### src/sv/fpisqrt_pkg.sv
// Shared types, constants and the seed table for the Q16 reciprocal square root.
// No dependencies; used by every module of the block.
package fpisqrt_pkg;

	localparam int unsigned XW = 32;   // operand / result width
	localparam int unsigned YW = 17;   // estimate width, holds 65536
	localparam int unsigned FW = 16;   // interpolation fraction width
	localparam int unsigned EW = 5;    // leading-one position width
	localparam int unsigned LATENCY = 6;

	localparam logic [XW-1:0] THREE_Q16 = 32'h0003_0000;
	localparam logic [EW-1:0] E_TOP = 5'd31;

	// 2^16 / sqrt(2^e)
	localparam logic [YW-1:0] RS_TAB [32] = '{
		17'd65536, 17'd46341, 17'd32768, 17'd23170, 17'd16384,
		17'd11585, 17'd8192,  17'd5793,  17'd4096,  17'd2896,
		17'd2048,  17'd1448,  17'd1024,  17'd724,   17'd512,
		17'd362,   17'd256,   17'd181,   17'd128,   17'd90,
		17'd64,    17'd45,    17'd32,    17'd23,    17'd16,
		17'd11,    17'd8,     17'd6,     17'd4,     17'd3,
		17'd2,     17'd1
	};

	typedef struct packed {
		logic valid;
		logic zero;
	} ctl_t;

endpackage

### src/sv/fpisqrt_seed.sv
// Seed estimate: leading-one detect, table read and linear interpolation.
// Three pipeline stages (s1..s3). Depends on fpisqrt_pkg.
module fpisqrt_seed import fpisqrt_pkg::*; (
	input  logic          clk,
	input  logic          arst_n,
	input  logic          in_valid,
	input  logic [XW-1:0] operand,
	output ctl_t          ctl,
	output logic [XW-1:0] x,
	output logic [YW-1:0] y
);

	logic [EW-1:0] lead;
	ctl_t          ctl_s1, ctl_s2, ctl_s3;
	logic [XW-1:0] x_s1, x_s2, x_s3;
	logic [EW-1:0] e_s1;
	logic [XW-1:0] xn;
	logic [YW-1:0] yn;
	logic [YW-1:0] dy_full;
	logic [FW-1:0] frac_s2;
	logic [YW-1:0] y0_s2;
	logic [FW-1:0] dy_s2;
	logic [2*FW-1:0] prod;
	logic [YW-1:0] y_s3;

	always_comb begin
		lead = '0;
		for (int k = 0; k < XW; k++) begin
			if (operand[k])
				lead = EW'(k);
		end
	end

	// normalize so the leading one sits at the top; the bits under it are the fraction
	assign xn = x_s1 << (E_TOP - e_s1);
	assign yn = (e_s1 == E_TOP) ? '0 : RS_TAB[e_s1 + 5'd1];
	assign dy_full = RS_TAB[e_s1] - yn;   // table is decreasing, fits 16 bits
	assign prod = dy_s2 * frac_s2;

	always_ff @(posedge clk or negedge arst_n) begin
		if (!arst_n) begin
			ctl_s1 <= '0;
			ctl_s2 <= '0;
			ctl_s3 <= '0;
		end else begin
			ctl_s1 <= '{valid: in_valid, zero: (operand == '0)};
			ctl_s2 <= ctl_s1;
			ctl_s3 <= ctl_s2;
		end
	end

	always_ff @(posedge clk) begin
		x_s1    <= operand;
		e_s1    <= lead;
		x_s2    <= x_s1;
		frac_s2 <= xn[XW-2 -: FW];
		y0_s2   <= RS_TAB[e_s1];
		dy_s2   <= dy_full[FW-1:0];
		x_s3    <= x_s2;
		y_s3    <= y0_s2 - {1'b0, prod[2*FW-1:FW]};
	end

	assign ctl = ctl_s3;
	assign x   = x_s3;
	assign y   = y_s3;

endmodule

### src/sv/fpisqrt_newton.sv
// One Newton-Raphson step in Q16: y*(3*2^16 - x*y*y/2^16) / 2^17.
// Three pipeline stages (s4..s6), one multiplier each. Depends on fpisqrt_pkg.
module fpisqrt_newton import fpisqrt_pkg::*; (
	input  logic          clk,
	input  logic          arst_n,
	input  ctl_t          ctl,
	input  logic [XW-1:0] x,
	input  logic [YW-1:0] y,
	output logic          done,
	output logic [XW-1:0] inv_root
);

	ctl_t          ctl_s4, ctl_s5;
	logic [XW-1:0] x_s4;
	logic [YW-1:0] y_s4, y_s5;
	logic [XW-1:0] y2_s4, xy2_s5;
	logic [2*YW-1:0] sq;
	logic [2*XW-1:0] xprod;
	logic [XW-1:0] corr;
	logic [XW+YW-1:0] fprod;
	logic          done_s6;
	logic [XW-1:0] res_s6;

	assign sq    = y * y;             // low 32 bits kept: y = 65536 wraps to 0
	assign xprod = x_s4 * y2_s4;
	assign corr  = THREE_Q16 - xy2_s5; // wraps when xy2 is larger
	assign fprod = y_s5 * corr;

	always_ff @(posedge clk or negedge arst_n) begin
		if (!arst_n) begin
			ctl_s4  <= '0;
			ctl_s5  <= '0;
			done_s6 <= 1'b0;
		end else begin
			ctl_s4  <= ctl;
			ctl_s5  <= ctl_s4;
			done_s6 <= ctl_s5.valid;
		end
	end

	always_ff @(posedge clk) begin
		x_s4   <= x;
		y_s4   <= y;
		y2_s4  <= sq[XW-1:0];
		y_s5   <= y_s4;
		xy2_s5 <= xprod[XW+FW-1:FW];
		res_s6 <= ctl_s5.zero ? '0 : fprod[XW+YW-1:YW];
	end

	assign done     = done_s6;
	assign inv_root = res_s6;

endmodule

### src/sv/fixed_point_inverse_sqrt.sv
// Top level of the Q16 reciprocal square root: seed stages then Newton stages.
// Depends on fpisqrt_pkg, fpisqrt_seed and fpisqrt_newton.
//
// Returns about 2^16/sqrt(operand) in Q16, 0 for a zero operand. A transaction
// is taken on every cycle with start high; busy is always low since the
// six-stage pipeline (leading-one detect, table read, interpolation, square,
// 32x32 product, correction multiply) moves forward every cycle. The result
// appears on inv_root with done high once the transaction has left the sixth
// stage, one result per transaction, in order. The receiver cannot stall it.
module fixed_point_inverse_sqrt import fpisqrt_pkg::*; (
	input  logic          clk,
	input  logic          arst_n,
	input  logic          start,
	output logic          busy,
	input  logic [XW-1:0] operand,
	output logic          done,
	output logic [XW-1:0] inv_root
);

	ctl_t          seed_ctl;
	logic [XW-1:0] seed_x;
	logic [YW-1:0] seed_y;

	assign busy = 1'b0;

	fpisqrt_seed u_seed (
		.clk      (clk),
		.arst_n   (arst_n),
		.in_valid (start),
		.operand  (operand),
		.ctl      (seed_ctl),
		.x        (seed_x),
		.y        (seed_y)
	);

	fpisqrt_newton u_newton (
		.clk      (clk),
		.arst_n   (arst_n),
		.ctl      (seed_ctl),
		.x        (seed_x),
		.y        (seed_y),
		.done     (done),
		.inv_root (inv_root)
	);

	a_latency: assert property (@(posedge clk) disable iff (!arst_n)
		start |-> ##6 done)
		else $error("transaction did not complete after pipeline latency");

	a_no_spurious: assert property (@(posedge clk) disable iff (!arst_n)
		done |-> $past(start, LATENCY))
		else $error("result without a matching transaction");

	a_zero: assert property (@(posedge clk) disable iff (!arst_n)
		(start && operand == '0) |-> ##6 (inv_root == '0))
		else $error("zero operand did not give zero");

	a_seed_range: assert property (@(posedge clk) disable iff (!arst_n)
		seed_ctl.valid |-> (seed_y <= 17'd65536))
		else $error("seed estimate out of range");

endmodule
### config.mk
export PLATFORM = sky130hd
export DESIGN_NAME = fixed_point_inverse_sqrt
export DESIGN_NICKNAME = d
export VERILOG_FILES = /design/src/sv/fpisqrt_pkg.sv /design/src/sv/fpisqrt_seed.sv /design/src/sv/fpisqrt_newton.sv /design/src/sv/fixed_point_inverse_sqrt.sv
export SDC_FILE = /design/constraint.sdc
export NUM_CORES = 2
export LEC_CHECK = 0
export ABC_AREA = 0
export BUFFER_PORTS_ARGS = -buffer_cell sky130_fd_sc_hd__buf_2
export CORE_ASPECT_RATIO = 0.8
export CORE_UTILIZATION = 61
export CTS_CLUSTER_DIAMETER = 200
export DETAILED_ROUTE_END_ITERATION = 10
export PLACE_DENSITY = 0.88
export SLEW_MARGIN = 0
export SYNTH_ARGS = -nofsm -noshare
export SYNTH_HDL_FRONTEND = slang
export SYNTH_SLANG_ARGS = --single-unit
### constraint.sdc
create_clock -name clk -period 8.3 [get_ports clk]
set_clock_uncertainty 0.1 [all_clocks]
set_input_delay 0 -clock clk [delete_from_list [all_inputs] [get_ports clk]]
set_output_delay 0 -clock clk [all_outputs]
set_load 0.05 [all_outputs]
==> flow_metrics.env <==
export IMPL_run_status="complete, no violations"
export IMPL_drc=0
export IMPL_grt_pass1_wl_um=302600
export IMPL_min_period_over_period_pct=98.13
export IMPL_wl_per_cell_um=20.45
export IMPL_worstMarginPinSlew_ns=1.278
export IMPL_place_area_um2=72610
export IMPL_fp_row_count=110
export IMPL_cts_sinks=338
export IMPL_synthSimpleGateAreaFrac_pct=15.93
export IMPL_syn_area_um2=69580
export IMPL_stdcell_area_um2=74970
export IMPL_antenna_left=0
export IMPL_clkSlewWorstSetupHoldPaths_ns=0.08
export IMPL_fin_crit_ns=8.145
export IMPL_synth_area_leaders="fa_1 45%, ha_1 10%, inv_1 9.5%"
export IMPL_worstPathMaxFanout=17
export IMPL_yosys_area_top_type="fa_1"
export IMPL_syn_nets=9740
export IMPL_vias=52550
export IMPL_setup_viol=0
export IMPL_synth_edf_count=0
export IMPL_grt_max_degree=54
export IMPL_synthAdderAreaFrac_pct=55.58
export IMPL_grt_overflow=0
export IMPL_fin_cells=9213
export IMPL_synth_ff_type="dfxtp_1"
export IMPL_core_area_um2=112900
export IMPL_htreeDepth=2
export IMPL_whs_ns=0.03527
export IMPL_cp_end_kind="flip-flop"
export IMPL_layout_area_seq_um2=6858
export IMPL_hold_path_class="in2reg"
export IMPL_yosysWarnings=0
export IMPL_io_pins=69
export IMPL_cts_buffer_depth=3
export IMPL_first_global_vias=58490
export IMPL_initialDrtViolationCount=4963
export IMPL_wirelength_um=188400
export IMPL_final_cell_mix="1763 x inv_1, 1575 x fa_1, 1173 x nand2_1"
export IMPL_relSlewSlack_pct=14.65
export IMPL_path_class="reg2reg"
export IMPL_finalNetCount=9847
export IMPL_track_usage_pct=33.16
export IMPL_netlist_instances=7563
export IMPL_firstDrtPassIters=9
export IMPL_worstPathRequired_ns=8.70
export IMPL_synth_ff_latch_count=338
export IMPL_insertion_delay_ns=0.62
export IMPL_viasPerCell=5.704
export IMPL_startpoint_type="flip-flop"
export IMPL_arrival_ns=8.55
export IMPL_multi_input_area_um2=55230
export IMPL_slew_viol_final=0
export IMPL_fill_cells=7968
export IMPL_max_freq_ghz=0.1228
export IMPL_die_h_um=304.1
export IMPL_cts_made_buffers=35
export IMPL_antenna_found_initial=7
export IMPL_synth_top_cell_area_share_pct=45.49
export IMPL_synthMuxAreaShare_pct=0.9675
export IMPL_synth_xor_area_share_pct=2.530
export IMPL_die_area_um2=115400
export IMPL_portBuffers=67
export IMPL_async_reset_ff_share_pct=3.254
export IMPL_gp_congestion=0.9809
export IMPL_cap_viol_max_count=0
export IMPL_drive_gt1_share_pct=7.030
export IMPL_tritoncts="yes"
export IMPL_final_common_cell="inv_1"
export IMPL_start_util_pct=61.65
export IMPL_synth_avg_cell_area_um2=9.200
export IMPL_rsz0062_at_grt="yes"
export IMPL_dp_hpwl_um=151000
export IMPL_synthToLayoutAreaGrowth_pct=7.752
export IMPL_die_width_um=379.6
export IMPL_dp_cells=9067
export IMPL_synth_compound_area_share_pct=3.819
export IMPL_seq_area_frac_synth_pct=9.804
export IMPL_hold_viol_final=0
export IMPL_yosysUniqueCellTypes=75
export IMPL_clock_root_buffer="clkbuf_16"
export IMPL_synth_top_family_by_area="adder cells"
[layout make-up]
type	count	share of cell area, %
Antenna cell	5	0.01669
Clock buffer	48	1.355
Clock inverter	15	0.2086
Inverter	1768	8.852
Multi-Input combinational cell	5120	73.66
Sequential cell	338	9.147
Tap cell	1512	2.523
Timing Repair Buffer	407	4.236
[final timing paths]
check,to,start,depth (start not counted),slack [ns]
setup / recovery,u_newton.xy2_s5[28],u_newton.x_s4[21],24,0.16
hold / removal,u_seed.x_s1[12],operand[12],2,0.04
setup reg to reg,u_newton.xy2_s5[28],u_newton.x_s4[21],24,0.16
hold reg to reg,u_newton.x_s4[30],u_seed.x[30],0,0.21
max in group asynchronous,u_seed.ctl_s2[1],arst_n,3,7.35
min in group asynchronous,u_newton.ctl_s4[0],arst_n,3,0.39
[worst max-delay path, stage by stage, from the launching register on]
cell      delay [ns]
dfxtp_1         0.80
buf_4           0.39
nand2_1         0.13
fa_1            0.56
inv_1           0.06
fa_1            0.48
fa_1            0.51
inv_1           0.06
fa_1            0.50
inv_1           0.06
fa_1            0.58
fa_1            0.45
fa_1            0.49
inv_1           0.05
fa_1            0.50
inv_1           0.05
ha_1            0.31
or2_2           0.32
a21oi_1         0.22
a211oi_1        0.08
a211o_1         0.33
o41a_1          0.42
a41o_1          0.30
xor2_1          0.16
buf_4           0.13
[cell families (layout without fill, tap and decap cells)]
kind of cell	after synthesis	count (layout)
DFF	338	338
AOI/OAI and AO/OA	411	411
xor gates and xnor gates	201	201
and+or+nand+nor	2319	2319
buffers and inverters	2105	2238
muxes	46	46
adders and majority gates	2142	2142
other	1	6
[sequential cells by signal, summed over array words and instances (netlist names), 2 cells and up]
| signal | flops |
|---|---|
| u_newton.ctl_s4 | 2 |
| u_seed.ctl_s1 | 2 |
| u_newton.y_s5 | 17 |
| u_seed.x | 32 |
| u_seed.x_s2 | 32 |
| u_newton.xy2_s5 | 32 |
| u_seed.ctl_s2 | 2 |
| u_newton.x_s4 | 32 |
| u_seed.x_s1 | 32 |
| u_seed.y | 17 |
| u_newton.ctl_s5 | 2 |
| u_newton.y2_s4 | 30 |
| u_newton.inv_root | 32 |
| u_newton.y_s4 | 17 |
| u_seed.frac_s2 | 16 |
| u_seed.ctl | 2 |
| u_seed.e_s1 | 5 |
| u_seed.dy_s2 | 16 |
| u_seed.y0_s2 | 17 |
[stage by stage]
stage | util, % | setup slack [ns] | setup TNS [ns]
2_1_floorplan | - | 0.01999 | 0
6_report | 66.43 | 0.1554 | 0
3_3_place_gp | 64.34 | 0.1186 | 0
3_5_place_dp | 64.34 | -0.1518 | -0.2366
4_1_cts | 65.99 | 0.02135 | 0
5_1_grt | 66.42 | -0.1053 | -0.5748
[cell usage after synthesis, types with 7 or more instances]
cell / count
fa_1: 1581
ha_1: 561
nand2_1: 1177
buf_1: 9
or2_2: 16
xnor2_1: 139
mux4_2: 16
a21oi_1: 125
o21bai_1: 13
and2_1: 743
nand4_1: 16
a21o_1: 44
a211oi_1: 28
inv_1: 1766
nor2_1: 164
a31oi_1: 7
or3_1: 12
o211ai_1: 20
nor3_1: 53
clkbuf_1: 323
dfrtp_1: 11
mux2i_1: 20
and3_1: 23
nor4_1: 10
mux2_2: 10
o21a_1: 14
nand2b_1: 16
nor2b_1: 36
dfxtp_1: 327
nand3_1: 38
o21ai_0: 82
xor2_1: 62
[per-layer routing]
metal	up-vias	share of wire [%]	global-route usage (%)
met5	-	0.045	0
met4	6	5.0	14.19
met3	754	13	9.268
met2	3411	46	53.34
met1	26050	36	42.14
li1	22340	-	-
[timing repair]
item,CTS,global route
endpoints found under the setup margin,8,28
pin swaps,0,32
hold endpoints to repair,50,0
hold buffers,66,0
gates resized for setup,8,103
buffers inserted,0,12
Power is not shown: default switching activity piles up to over one toggle a cycle in this logic, so the estimate is an artifact.
